File: config.mk
export PLATFORM = sky130hd
export DESIGN_NAME = emag_cordic_cell
export DESIGN_NICKNAME = d
export VERILOG_FILES = /design/src/design/emag_pkg.sv /design/src/design/emag_cordic_cell.sv
export SDC_FILE = /design/constraint.sdc
export NUM_CORES = 1
export LEC_CHECK = 0
export BUFFER_PORTS_ARGS = -buffer_cell sky130_fd_sc_hd__buf_2
export CORE_ASPECT_RATIO = 1.75
export CORE_MARGIN = 2
export CORE_UTILIZATION = 55
export CTS_CLUSTER_SIZE = 20
export DETAILED_ROUTE_END_ITERATION = 10
export PLACE_DENSITY = 0.79
export SLEW_MARGIN = 25
export SYNTH_ARGS = -nofsm -noshare
export SYNTH_HDL_FRONTEND = slang
export SYNTH_SLANG_ARGS = --single-unit
File: constraint.sdc
create_clock -name clock -period 9.91 [get_ports clock]
set_input_delay 1.4865 -clock clock [delete_from_list [all_inputs] [get_ports clock]]
set_output_delay 1.4865 -clock clock [all_outputs]
set_load 0.02 [all_outputs]
File: src/design/emag_pkg.sv
package emag_pkg;

   localparam int CORDIC_STEPS = 24;
   localparam int DIV1_STEPS = 54;
   localparam int DIV2_STEPS = 34;
   // input reg, cordic, three rotation stages, two dividers, two gradient stages, output reg
   localparam int LATENCY = CORDIC_STEPS + DIV1_STEPS + DIV2_STEPS + 7;

   localparam logic signed [32:0] CORDIC_START = 33'sd652032874;

   localparam logic signed [32:0] ATAN_UNITS [CORDIC_STEPS] = '{
      33'sd536870912, 33'sd316933406, 33'sd167458907, 33'sd85004756,
      33'sd42667331, 33'sd21354465, 33'sd10679838, 33'sd5340245,
      33'sd2670163, 33'sd1335087, 33'sd667544, 33'sd333772,
      33'sd166886, 33'sd83443, 33'sd41722, 33'sd20861,
      33'sd10430, 33'sd5215, 33'sd2608, 33'sd1304,
      33'sd652, 33'sd326, 33'sd163, 33'sd81
   };

   typedef struct packed {
      logic signed [32:0] x;
      logic signed [32:0] y;
      logic signed [32:0] z;
      logic               flip;
   } cordic_type;

   typedef struct packed {
      logic [30:0] rem;
      logic [30:0] divisor;
      logic [63:0] work;
   } div_type;

endpackage

File: src/design/emag_cordic_cell.sv
module emag_cordic_cell (
   input  logic                  clock,
   input  logic                  advance,
   input  logic [4:0]            step_index,
   input  emag_pkg::cordic_type  prev_cell,
   output emag_pkg::cordic_type  next_cell
);

   emag_pkg::cordic_type cell_ff;
   emag_pkg::cordic_type cell_in;

   always_comb begin
      cell_in = prev_cell;
      if (!prev_cell.z[32]) begin
         cell_in.x = prev_cell.x - (prev_cell.y >>> step_index);
         cell_in.y = prev_cell.y + (prev_cell.x >>> step_index);
         cell_in.z = prev_cell.z - emag_pkg::ATAN_UNITS[step_index];
      end else begin
         cell_in.x = prev_cell.x + (prev_cell.y >>> step_index);
         cell_in.y = prev_cell.y - (prev_cell.x >>> step_index);
         cell_in.z = prev_cell.z + emag_pkg::ATAN_UNITS[step_index];
      end
   end

   always_ff @(posedge clock) begin
      if (advance) begin
         cell_ff <= cell_in;
      end
   end

   assign next_cell = cell_ff;

endmodule

After elaboration in Yosys (flattened, before gate mapping)
Memories as Yosys holds them, arrays and structs flattened.
Cells that the tools add are included.
{"block": "op_classes", "n_addsub": 6, "order_cmp": 1, "shift": 2, "mux": 3, "bitwise": 1}
{"op": "adder 33 bit", "count": 3}
{"op": "2-to-1 mux 99 bit", "count": 1}
{"op": "subtractor 33 bit", "count": 3}
{"op": "2-to-1 mux 33 bit", "count": 2}
{"op": ">>> shifter 33 x 5 -> 33 bit", "count": 2}
{"op": "greater-or-equal comparator 6 bit, second input constant", "count": 1}
{"op": "inverter 5 -> 6 bit", "count": 1}
{"block": "totals", "ff_bits": 100, "mem_bits_ro": 1056, "in_bits": 107, "output_inout_bits": 100, "word_cells": 18, "memories": 1}
{"name": "(no name shown)", "words": 32, "width": 33, "rd": 1, "rd_clocked_by_memory_dff": 0, "wr": 0, "line": "emag_cordic_cell.sv:21", "text": "cell_in.z = prev_cell.z + emag_pkg::ATAN_UNITS[step_index];"}

Depth between registers and ports, before layout
{"block": "depth", "word_depth": 6, "mapped_depth": 28, "mapped_depth_nobuf": 22}

Worst setup path after synthesis
No wires, ideal clock.
{"block": "synth_path", "path_kind": "input to register", "from": "in step_index[4]", "to": "reg cell_ff (netlist bit next_cell[99]), data pin", "setup_ns": 0.259, "arrival_ns": 6.957, "required_ns": 9.651, "slack_ns": 2.693, "stages": 27, "n_path_buf": 9, "cell_sequence": "buf_2 buf_2 buf_1 clkbuf_1 buf_2 buf_2 buf_1 clkbuf_1 buf_1 nand2_1 and2_1 ha_1 and2_1 nor3b_2 nor4b_1 o32a_1 o211ai_1 ha_1 o21a_1 o21a_1 o22ai_1 o311ai_0 a31o_2 a41o_1 o31ai_1 a21oi_1 xnor2_1"}
{"element": "start, declared", "line": "emag_cordic_cell.sv:4", "text": "input logic [4:0] step_index,"}
{"element": "end signal, assigned", "line": "emag_cordic_cell.sv:27", "text": "cell_ff <= cell_in;"}
{"element": "end, declared", "line": "emag_cordic_cell.sv:9", "text": "emag_pkg::cordic_type cell_ff;"}

==> out/metrics.yaml <==
largest_family_of_logic_cells_by_synthesized_area: "compound AO/OA/AOI/OAI gates"
detailed_route_iter0_violations: 1512
drt-total-wl_microns: 62100
criticalPathCategory: "input pin to flip-flop"
number_of_instances_resized_during_post_cts_repair: 0
cts.root.buffer_cell: "sky130_fd_sc_hd__clkbuf_16"
power_per_cell_area_nw_per_um2: 149
layout_area_overhead_pct: 10.4
hold_path_class: "input pin to flip-flop"
timing_hold_violations_final: 0
postCtsHoldBufs: 0
all_layer_global_routing_usage_pct: 41.0
die_area_sq_um: 29700
first_pass_iters: 6
postSynthRegisterBits: 100
floorplan.initialDensity_pct: 55.8
post_route_cells_drive_above_1_share_pct: 20.9
finalMaxSlewViolations: 0
post-synth-top-area-cell: "sky130_fd_sc_hd__edfxtp_1"
min_from: "prev_cell[0]"
routed_via_density: 6.98
netlist_top_cells_count: "sky130_fd_sc_hd__a21oi_1 (158), sky130_fd_sc_hd__nand2_1 (153), sky130_fd_sc_hd__nor2_1 (136), sky130_fd_sc_hd__ha_1 (108), sky130_fd_sc_hd__xnor2_1 (105)"
synthXorXnorAreaFrac_pct: 9.00
timing.critical_path.arrival_ns: 8.39
synth_simple_gate_area_share_pct: 17.3
grt_max_degree: 79
top_layer: "met4"
synth_largest_type_area_fraction_pct: 19.3
syn_area_sq_um: 15600
critical_path_required_ns: 10.04
setup_total_negative_slack_ns: 0
postSynthCellCount: 1779
setup-violations-final: 0
post_synthesis_compound_gate_area_fraction_pct: 23.2
status: "complete, no violations"
sum_of_overflow_across_all_layers_after_global_routing: 0
holdPathEnd: "next_cell[0]"
final.period_utilization_pct: 83.3
synth-adder-area-share_pct: 9.07
worst_slew_pin_slew_ns: 1.07
crit_path_cells: "buf_6, clkinv_1, ha_1, nand2b_1, o22ai_1, nor2_1, o31ai_1, ha_1, nand3_1, nor3b_1, nor2_1, xor2_1, ha_1, a21o_1, a211o_1, or3_1, nor3_1, o41ai_1, buf_4, a211o_1, a21oi_1, xnor2_1"
drcViolationCount: 0
placementRows: 81
antenna_found_initial: 1
worst_setup_hold_path_clk_slew_ns: 0.07
dominant_cell_by_count_in_the_synthesized_netlist: "sky130_fd_sc_hd__a21oi_1"
die_w_microns: 131
max_freq_mhz: 121
largest_register_ff_count: 100
non_filler_instance_count_after_layout: 2306
num-fill-cells: 2432
routed-via-count: 16100
ys_seq_area_share_pct: 19.3
numCtsBuffers: 9
final.min_clock_period_ns: 8.26
slew_headroom_pct: 28.5
detailedPlacementHpwl_microns: 47500
synth.net_count: 1997
synth.mux.area_fraction_pct: 17.8
clock_tree.htree_level_count: 3
rsz0062_at_grt: "no"
critical_path.most_common_cell: "sky130_fd_sc_hd__ha_1"
tritoncts_clock_tree: "done"
final_routed_wire_length_divided_by_cell_count_microns: 26.9
timing.critical_path.fanout_max: 78
footprint_of_the_multi_input_gates_sq_um: 11900
wl_met1_microns: 21000
place_inst: 2289
cp_num_buf_inv: 3
top_level_ports: 207
register_area_sq_um: 3000
number_of_library_cell_types_mapped_by_synthesis: 95
timing.critical_path.slowest_stage_cell: "sky130_fd_sc_hd__clkinv_1"
startpoint_class: "input pin"
finish.net_count: 2145
number_of_enable_flip_flop_cells_after_synthesis: 100
met3WireLength_microns: 5540
drt.antenna.violating_nets: 0
finalPower_mw: 2.57
worst_path_largest_cell_delay_ns: 0.71
vdd_drop_max_uv: 136
yosysWarnings: 0
synthFlopType: "sky130_fd_sc_hd__edfxtp_1"
die_h_microns: 227
maximum_number_of_buffers_from_clock_root_to_sink: 2
ys_top_cells_by_area: "sky130_fd_sc_hd__edfxtp_1 (19%), sky130_fd_sc_hd__mux4_2 (11%), sky130_fd_sc_hd__ha_1 (8.7%), sky130_fd_sc_hd__xnor2_1 (5.9%), sky130_fd_sc_hd__a21oi_1 (5.1%)"
number_of_global_route_vias_before_repair: 15690
post-cts-setup-buffers: 0
synth.avg_cell_area_sq_um: 8.75
grt_pass1_wl_microns: 92500
coreArea_sq_um: 27900
wl_met2_microns: 29600
cp-end-kind: "flip-flop"
postSynth.asyncResetShare_pct: 0
worst_hold_path.num_cells: 1
max-cap-violations: 0
lkg_pwr_nw: 6.92
cts_num_sinks: 100
final_weighted_congestion_in_routability_driven_placement: 1.04
numPortBuffers: 206
top_delay_family_on_crit_path: "simple AND/OR/NAND/NOR gates"
worst max-delay path by stage:
stage / from / depth (start not counted) / end
2_1_floorplan: step_index[4] / 27 / next_cell[99]
3_3_place_gp: step_index[0] / 22 / next_cell[30]
3_5_place_dp: step_index[0] / 22 / next_cell[30]
4_1_cts: step_index[0] / 22 / next_cell[30]
5_1_grt: step_index[0] / 22 / next_cell[32]
6_report: step_index[0] / 22 / next_cell[30]
per-layer routing:
metal / global-route usage [%] / vias to the layer above
met2: 68.7 / 1018
met3: 9.17 / 335
li1: - / 7143
met1: 44.5 / 7604
met4: 33.7 / 0
met5: 0 / -
area by class of cell:
type / count / share of cell area [%]
clock buffer: 9 / 1.31
antenna: 1 / 0.0146
sequential: 100 / 17.5
clock inverter: 7 / 0.575
timing repair buffer: 241 / 7.59
tap: 373 / 2.72
inverter: 52 / 1.14
multi-input combinational: 1523 / 69.2
layout by cell type, fill, tap and decap left out, types with 36 or more instances in the layout:
| cell | instances |
|---|---|
| sky130_fd_sc_hd__a21oi_1 | 158 |
| sky130_fd_sc_hd__a31oi_1 | 38 |
| sky130_fd_sc_hd__buf_2 | 203 |
| sky130_fd_sc_hd__buf_4 | 37 |
| sky130_fd_sc_hd__edfxtp_1 | 100 |
| sky130_fd_sc_hd__ha_1 | 108 |
| sky130_fd_sc_hd__inv_1 | 47 |
| sky130_fd_sc_hd__mux2i_1 | 60 |
| sky130_fd_sc_hd__mux4_2 | 75 |
| sky130_fd_sc_hd__nand2_1 | 153 |
| sky130_fd_sc_hd__nand3_1 | 46 |
| sky130_fd_sc_hd__nor2_1 | 135 |
| sky130_fd_sc_hd__nor3_1 | 36 |
| sky130_fd_sc_hd__o21ai_0 | 75 |
| sky130_fd_sc_hd__xnor2_1 | 105 |
| sky130_fd_sc_hd__xor2_1 | 55 |
where the power goes:
part	internal, mW	switching [mW]
Combinational	0.570	0.937
Sequential	0.629	0.0253
Clock	0.223	0.184
Total	1.42	1.15
through the flow:
step	utilization (%)	hold slack, ns	instance area, sq um	setup WS (ns)
after floorplan	-	1.59	15600	2.69
after global placement	60.5	1.67	16900	1.63
after detailed placement	60.5	1.67	16900	1.46
after CTS	61.7	1.28	17200	1.82
after global routing	61.7	1.27	17200	1.19
final	61.7	1.28	17200	1.65
cell families after synthesis:
family / count (synthesis)
AOI/OAI and AO/OA: 540
xor gates and xnor gates: 160
adders and majority gates: 111
buffers and inverters: 156
DFF: 100
muxes: 178
and+or+nand+nor: 534
Note: power is estimated with default switching activity, not from simulation.
