--- src/design/emag_pkg.sv ---
package emag_pkg;

   localparam int CORDIC_STEPS = 24;
   localparam int DIV1_STEPS = 54;
   localparam int DIV2_STEPS = 34;
   // input reg, cordic, three rotation stages, two dividers, two gradient stages, output reg
   localparam int LATENCY = CORDIC_STEPS + DIV1_STEPS + DIV2_STEPS + 7;

   localparam logic signed [32:0] CORDIC_START = 33'sd652032874;

   localparam logic signed [32:0] ATAN_UNITS [CORDIC_STEPS] = '{
      33'sd536870912, 33'sd316933406, 33'sd167458907, 33'sd85004756,
      33'sd42667331, 33'sd21354465, 33'sd10679838, 33'sd5340245,
      33'sd2670163, 33'sd1335087, 33'sd667544, 33'sd333772,
      33'sd166886, 33'sd83443, 33'sd41722, 33'sd20861,
      33'sd10430, 33'sd5215, 33'sd2608, 33'sd1304,
      33'sd652, 33'sd326, 33'sd163, 33'sd81
   };

   typedef struct packed {
      logic signed [32:0] x;
      logic signed [32:0] y;
      logic signed [32:0] z;
      logic               flip;
   } cordic_type;

   typedef struct packed {
      logic [30:0] rem;
      logic [30:0] divisor;
      logic [63:0] work;
   } div_type;

endpackage

--- src/design/emag_div_cell.sv ---
module emag_div_cell (
   input  logic               clock,
   input  logic               advance,
   input  emag_pkg::div_type  prev_cell,
   output emag_pkg::div_type  next_cell
);

   emag_pkg::div_type cell_ff;
   emag_pkg::div_type cell_in;
   logic [31:0] trial;
   logic [31:0] diff;
   logic        fits;

   // one restoring step: pull the next dividend bit, shift the quotient bit in at the bottom
   always_comb begin
      trial = {prev_cell.rem, prev_cell.work[63]};
      diff = trial - {1'b0, prev_cell.divisor};
      fits = (trial >= {1'b0, prev_cell.divisor});
      cell_in.rem = fits ? diff[30:0] : trial[30:0];
      cell_in.divisor = prev_cell.divisor;
      cell_in.work = {prev_cell.work[62:0], fits};
   end

   always_ff @(posedge clock) begin
      if (advance) begin
         cell_ff <= cell_in;
      end
   end

   assign next_cell = cell_ff;

endmodule

--- config.mk ---
export PLATFORM = sky130hd
export DESIGN_NAME = emag_div_cell
export DESIGN_NICKNAME = d
export VERILOG_FILES = /design/src/design/emag_pkg.sv /design/src/design/emag_div_cell.sv
export SDC_FILE = /design/constraint.sdc
export NUM_CORES = 1
export LEC_CHECK = 0
export BUFFER_PORTS_ARGS = -buffer_cell sky130_fd_sc_hd__clkbuf_2
export CORE_MARGIN = 2
export CORE_UTILIZATION = 35
export CTS_CLUSTER_SIZE = 14
export DETAILED_ROUTE_END_ITERATION = 12
export GPL_ROUTABILITY_DRIVEN = 0
export GPL_TIMING_DRIVEN = 0
export HOLD_SLACK_MARGIN = 0.1
export SETUP_SLACK_MARGIN = 0.05
export SLEW_MARGIN = 30
export SYNTH_ARGS = -nofsm -noshare
export SYNTH_HDL_FRONTEND = slang
export SYNTH_SLANG_ARGS = --single-unit
--- constraint.sdc ---
create_clock -name clock -period 4.2 [get_ports clock]
set_input_delay 0.84 -clock clock [delete_from_list [all_inputs] [get_ports clock]]
set_output_delay 0.84 -clock clock [all_outputs]
set_load 0.02 [all_outputs]
**Yosys cells after proc, flatten, opt, wreduce, memory -nomap -nowiden**

Index checks and enable logic that the tools add are counted.

- Input port bits: 128
- Register bits: 126

- $lt $le $gt $ge: 1
- $add $sub $neg: 1
- Muxes and demuxes: 1

Operator list:

| operator | count |
|---|---|
| greater-or-equal comparator 32 x 31 -> 1 bit | 1 |
| 2-to-1 mux 31 bit | 1 |
| subtractor 31 bit | 1 |

**Longest topological paths before layout**

Gate-level depths: netlist (run 1).

- Depth after elaboration: 2
- Mapped depth: 13
- Depth with buffers taken out: 12

**Least setup slack after synthesis (run 1)**

OpenSTA, ideal clock, no wires.

- Kind: input port to flip-flop
- Start: input prev_cell[89] (netlist name)
- End: register cell_ff, in the netlist next_cell[113] (data pin)
- Setup slack: 1.015 ns
- Stages on the path: 10
- Arrival: 2.925 ns
- Path buffers: 0
- Cells stage by stage: inv_1 ha_1 a21o_1 a21o_1 a2111oi_1 nor3_1 a211o_1 nor2_4 inv_4 mux2_4

RTL lines:

| element | RTL line | source |
|---|---|---|
| start, declared | emag_div_cell.sv:4 | `input emag_pkg::div_type prev_cell,` |
| end signal, assigned | emag_div_cell.sv:26 | `cell_ff <= cell_in;` |
| end, declared | emag_div_cell.sv:8 | `emag_pkg::div_type cell_ff;` |

==> results by group, run 1 <==
Drt
  • Number of nets with antenna violations after routing: 0
  • Number of vias in the routed layout: 4732
  • WL/cell: ~17 µm
  • Routed length on met2: roughly 8.5 mm
  • Detailed router's first-iteration violation count: 243
  • Post-detailed-route DRC marker count: 0
  • Routed length on met1: about 6.5 mm
  • Via density: roughly 4.8
  • Max layer used: met4
  • Initial DRT Pass Iterations: 4
  • Wire length on met3: ~1.3 mm
  • Total length of routed wires: 16.6 mm

STA
  • Fmax: between 0.2 and 0.3 GHz
  • Worst relative slew slack: roughly three fifths
  • Setup total negative slack: 0 ns
  • Actual transition at the worst max-transition pin: ~0.60 ns
  • Final-report setup violation count: 0
  • Final Hold Vio Count: 0
  • Unrepaired setup endpoints after global routing: no
  • Total count of max-transition violations in the final report: 0
  • Portion of the clock cycle consumed by the worst path in the final layout: 82.2%
  • Final critical-path required period: 3.45 ns
  • WHS: 0.595 ns

Floorplan
  • I/O pins: between 200 and 300
  • Number of cell rows: 47
  • Core Box Area: ~17000 µm²
  • Initial core utilization: roughly 36%
  • Die Span X: 134 µm
  • Height of the chip: around 130 µm
  • Area of the die: approximately 18000 µm²

Pwr
  • Lkg Pwr: 0.00366 µW
  • Power density over the cells: around 480 nW/µm²
  • Peak supply drop: ~0.00025 V

Clocking
  • Clock Tree Buf Depth: 2
  • Clock buffer count from CTS: 17
  • TritonCTS Sinks: roughly 130
  • Clock transition at the registers of the reported paths: around 0.060 ns
  • CTS H-tree depth: 4
  • Master cell of the clock root buffer: sky130_fd_sc_hd__clkbuf_16
  • Post-CTS repair timing setup buffer count: 0
  • Resized cells post-CTS: 0
  • TritonCTS clock tree: done
  • Number of buffers added to fix hold violations after cts: 0

Placed design
  • Placed cells: roughly 950
  • Number of input and output port buffers inserted: around 250
  • Post-DP Area: about 7500 µm²
  • Detailed placement HPWL: 12.7 mm

Global routing
  • First-pass GRT wire length: approximately 25 mm
  • Pin count of the biggest net entering global routing: 86
  • Global router's overall resource usage: a little under a fifth
  • Overflow left after global routing: 0
  • Antenna violations before repair: 0
  • Via count of the first global-routing pass: slightly below 5000

Logic synthesis
  • Share of the yosys chip area belonging to registers: 63.9%
  • Biggest area consumer among synthesized cells: sky130_fd_sc_hd__edfxtp_1
  • Synthesis Warnings: 0
  • Post-Syn Area: 5930 µm²
  • Synth area leaders: sky130_fd_sc_hd__edfxtp_1, sky130_fd_sc_hd__ha_1, sky130_fd_sc_hd__a21oi_1
  • Yosys top cell area share: between 60 and 70%
  • Cell count after synthesis: ~470
  • Unique masters post-synth: 47
  • Syn Area/Cell: between 10 and 15 µm²
  • Number of register bits inferred by synthesis: between 100 and 150
  • Syn nets: 633

Worst setup path
  • Data required time of the worst path: between 4 and 5 ns
  • Crit path buffers/inverters: 4
  • Cell with the largest stage delay on the worst path: sky130_fd_sc_hd__o21ai_0
  • Data arrival, critical path: about 3.6 ns
  • Worst Setup End Kind: flop
  • Path type of the worst setup path: in -> reg
  • Cell type group with the largest total delay on the critical path: compound AO/OA/AOI/OAI gates
  • Stage delay of the slowest cell on the critical path: around 0.53 ns
  • Type of element launching the critical path: primary input
  • Most common cell type on the critical path: sky130_fd_sc_hd__a21oi_1
  • Top fanout value on the critical path: 10
  • Critical Path, Cell by Cell: clkbuf_2 > inv_1 > ha_1 > nor2b_1 > o31ai_1 > a21oi_1 > o21ai_0 > a211oi_1 > nor2_4 > inv_4 > buf_2 > nor2_1 > a21oi_1

Finish
  • Layout Cell Area excl Fill: a little over 8000 µm²
  • Final cell count without fillers: a little under 1000
  • Share of post-route cells with drive strength above 1: 39.3%
  • Leading cell type in the layout, fill and taps excluded: sky130_fd_sc_hd__clkbuf_2
  • Nets: 906
  • Area Growth Syn to Fin: 37.4%
  • Final Util: about half
  • Max FFs per register: roughly 130
  • Commonest cells after routing, fill and taps aside: sky130_fd_sc_hd__clkbuf_2, sky130_fd_sc_hd__edfxtp_1, sky130_fd_sc_hd__a21oi_1, sky130_fd_sc_hd__inv_1, sky130_fd_sc_hd__nor2_1
  • Diode count: 0

Flow run
  • Total of max-cap violations: 0

Run status
  • Result of the run: finished, final reports clean

Hold path
  • Class of the worst hold path: in -> reg
[Yosys cell counts (all sizes together)]
library cell / instances
edfxtp: 126
a21oi: 49
inv: 42
nor2: 42
nand2: 35
ha: 31
o21ai: 27
xor2: 12
xnor2: 11
buf: 8
a211oi: 7
a21o: 5
and2: 5
nand3: 5
nand4: 5
nor3: 5
o21bai: 5
clkbuf: 4
nand2b: 4
nor2b: 4
o211ai: 4
a211o: 3
nor4: 3
o211a: 3
o31ai: 3
a31o: 2
a31oi: 2
and3: 2
nor3b: 2
o21a: 2
o311a: 2
or3: 2
a2111oi: 1
a221oi: 1
a311oi: 1
a41oi: 1
fa: 1
mux2: 1
nand3b: 1
nor4b: 1
o2111ai: 1
o311ai: 1
o41ai: 1
[area by class of cell]
type	instances	area (µm²)
Tap cell	220	275
Clock buffer	18	429
Sequential cell	126	3780
Buffer	12	73.8
Multi-Input combinational cell	293	1910
Clock inverter	13	211
Inverter	42	160
Timing Repair Buffer	254	1300
Fill cell	1564	8440
[metrics by stage]
step | setup slack (ns) | power [µW]
floorplan | 1.01 | 2030
global placement | 0.303 | 2310
detailed placement | 0.272 | 2320
CTS | 0.702 | 3940
global route | 0.445 | 4070
finish | 0.748 | 3900
[power breakdown]
part | switching [µW] | internal [µW] | leakage (µW) | total [µW]
clock network | 554 | 1050 | 0.000299 | 1610
logic | 466 | 263 | 0.00213 | 730
registers | 32.9 | 1530 | 0.00123 | 1570
[cell families (layout without fill, tap and decap cells)]
logic type	Yosys count	count (layout)	synth area share, %
adders and majority gates	32	32	6.88
muxes	1	1	0.253
DFF	126	126	63.9
xor gates and xnor gates	23	23	3.40
AOI/OAI and AO/OA	121	121	12.6
buffers and inverters	54	339	3.95
and+or+nand+nor	116	116	9.10
[routing by layer]
metal  vias to the layer above  global-route usage, %
li1                       2306                      -
met4                         0                   6.49
met1                      2194                   20.3
met5                         -                      0
met2                       207                   33.4
met3                        25                   6.65
[final timing paths]
path / end / slack [ns] / cells past startpoint / from
setup / recovery: next_cell[107]$_DFFE_PP_ / 0.75 / 13 / prev_cell[66]
hold / removal: next_cell[45]$_DFFE_PP_ / 0.60 / 1 / prev_cell[44]
Power figures use the tool's default switching activity.
==> inputs of run 2 (changes only) <==
- clock period: 4.2 -> 3 ns (I/O delays scaled with it)
==> results by group, run 2 (synthesis gave the netlist of run 1 again) <==
Global routing
  • Via count of the first global-routing pass: about 5000
  • Pin count of the biggest net entering global routing: 86
  • Global router's overall resource usage: a little under a fifth
  • Overflow left after global routing: 0
  • Antenna violations before repair: 0
  • First-pass GRT wire length: 25.3 mm

Placed design
  • Number of input and output port buffers inserted: around 250
  • DP Worst Slack: -0.688 ns
  • Detailed placement HPWL: ~13 mm

Pwr
  • Post-layout power: approximately 5500 µW
  • Peak supply drop: roughly 0.00035 V
  • Power density over the cells: ~670 nW/µm²
  • Lkg Pwr: 0.00369 µW

Drt
  • Detailed router's first-iteration violation count: 234
  • Number of nets with antenna violations after routing: 0
  • Post-detailed-route DRC marker count: 0
  • Initial DRT Pass Iterations: 4
  • Via density: 4.82
  • Number of vias in the routed layout: 4717
  • Total length of routed wires: between 15 and 20 mm
  • WL/cell: about 17 µm

Finish
  • Diode count: 0
  • Area Growth Syn to Fin: 39.2%
  • Nets: about 910
  • Number of filler cells placed in the layout: between 1500 and 2000
  • Leading cell type in the layout, fill and taps excluded: sky130_fd_sc_hd__clkbuf_2
  • Max FFs per register: approximately 130
  • Commonest cells after routing, fill and taps aside: sky130_fd_sc_hd__clkbuf_2, sky130_fd_sc_hd__edfxtp_1, sky130_fd_sc_hd__a21oi_1, sky130_fd_sc_hd__inv_1, sky130_fd_sc_hd__nor2_1
  • Share of post-route cells with drive strength above 1: between 40% and 50%

Clocking
  • TritonCTS Sinks: approximately 130
  • CTS H-tree depth: 4
  • Clock transition at the registers of the reported paths: roughly 0.050 ns
  • Master cell of the clock root buffer: sky130_fd_sc_hd__clkbuf_16
  • Clock buffer count from CTS: 17
  • TritonCTS clock tree: done
  • Clock Tree Buf Depth: 2

Worst setup path
  • Worst Setup End Kind: flop
  • Cell with the largest stage delay on the worst path: sky130_fd_sc_hd__fa_1
  • Data required time of the worst path: 3.16 ns
  • Type of element launching the critical path: primary input
  • Cell type group with the largest total delay on the critical path: compound AO/OA/AOI/OAI gates
  • Path type of the worst setup path: in -> reg
  • Critical Path, Cell by Cell: clkbuf_2 > inv_1 > ha_1 > fa_1 > nor2b_1 > o31ai_1 > a21oi_2 > o21ai_0 > and2_1 > o21ai_0 > xor2_1 > mux2_4
  • Top fanout value on the critical path: 3
  • Stage delay of the slowest cell on the critical path: between 0.4 and 0.5 ns
  • Most common cell type on the critical path: sky130_fd_sc_hd__o21ai_0
  • Crit path buffers/inverters: 2
  • Data arrival, critical path: slightly above 3 ns

Run status
  • Result of the run: finished, final reports clean

Floorplan
  • Height of the chip: ~130 µm
  • Initial core utilization: a little over a third
  • Area of the die: ~18000 µm²
  • Die Span X: around 130 µm
  • Number of cell rows: 47
  • Core Box Area: 16600 µm²
  • I/O pins: 254

STA
  • Final critical-path required period: roughly 2.9 ns
  • Final-report setup violation count: 0
  • Total count of max-transition violations in the final report: 0
  • Worst relative slew slack: ~69%
  • Fmax: around 0.34 GHz
  • Actual transition at the worst max-transition pin: 0.461 ns
  • Portion of the clock cycle consumed by the worst path in the final layout: between 90% and 100%
  • Least setup slack across all paths after layout: 0.0939 ns
  • Unrepaired setup endpoints after global routing: yes
  • Final Hold Vio Count: 0

Flow run
  • Total of max-cap violations: 0

Hold path
  • Class of the worst hold path: in -> reg
[run 2: cell count changes in the layout (fill, tap and decap cells not counted), moves of 2 or more]
| cell | previous run | this run |
|---|---|---|
| sky130_fd_sc_hd__a211oi_1 | 7 | 2 |
| sky130_fd_sc_hd__a211oi_2 | 0 | 5 |
| sky130_fd_sc_hd__buf_4 | 0 | 3 |
| sky130_fd_sc_hd__clkbuf_1 | 5 | 3 |
| sky130_fd_sc_hd__nor4_1 | 3 | 0 |
| sky130_fd_sc_hd__nor4_2 | 0 | 3 |
| sky130_fd_sc_hd__o21ai_0 | 27 | 25 |
[run 2: power breakdown]
part	internal (µW)	switching, µW
combinational	381	666
sequential	2150	46.2
clock	1470	774
total	4000	1490
[run 2: layout make-up]
class | count | area (µm²) | share of cell area (%)
plain buffers | 10 | 68.8 | 0.834
clock buffers | 18 | 429 | 5.20
clock inverters | 13 | 211 | 2.56
inverters | 42 | 160 | 1.94
multi-input cells | 293 | 2000 | 24.3
flip-flops and latches | 126 | 3780 | 45.9
well taps | 220 | 275 | 3.34
repair buffers | 256 | 1320 | 16.0
[run 2: layer usage]
metal / vias up / global-route usage (%) / wire (µm)
met5: - / 0 / 0
met4: 0 / 6.32 / 248
met3: 25 / 6.58 / 1360
met2: 200 / 33.5 / 8570
met1: 2191 / 20.5 / 6490
li1: 2301 / - / -
[run 2: stage by stage]
step | TNS [ns] | cell area, µm² | cells | hold WS (ns) | util [%]
floorplan | 0 | 5930 | 473 | 0.699 | -
global placement | -51.26 | 7470 | 946 | 0.777 | 45.0
detailed placement | -19.00 | 7500 | 947 | 0.779 | 45.2
CTS | 0 | 8180 | 980 | 0.340 | 49.3
global route | 0 | 8250 | 978 | 0.334 | 49.7
finish | 0 | 8250 | 978 | 0.356 | 49.7
[run 2: path summary, 6_finish.rpt]
kind | from | endpoint | slack [ns] | cells after the start
max | prev_cell[63] | next_cell[113]$_DFFE_PP_ | 0.09 | 12
min | prev_cell[44] | next_cell[45]$_DFFE_PP_ | 0.36 | 1
[run 2: repair_timing]
action | 4_1_cts | 5_1_grt
buffers inserted | 2 | 0
setup endpoints to repair | 32 | 26
hold buffers | 0 | 0
gates resized for setup | 5 | 17
pin swaps | 2 | 1
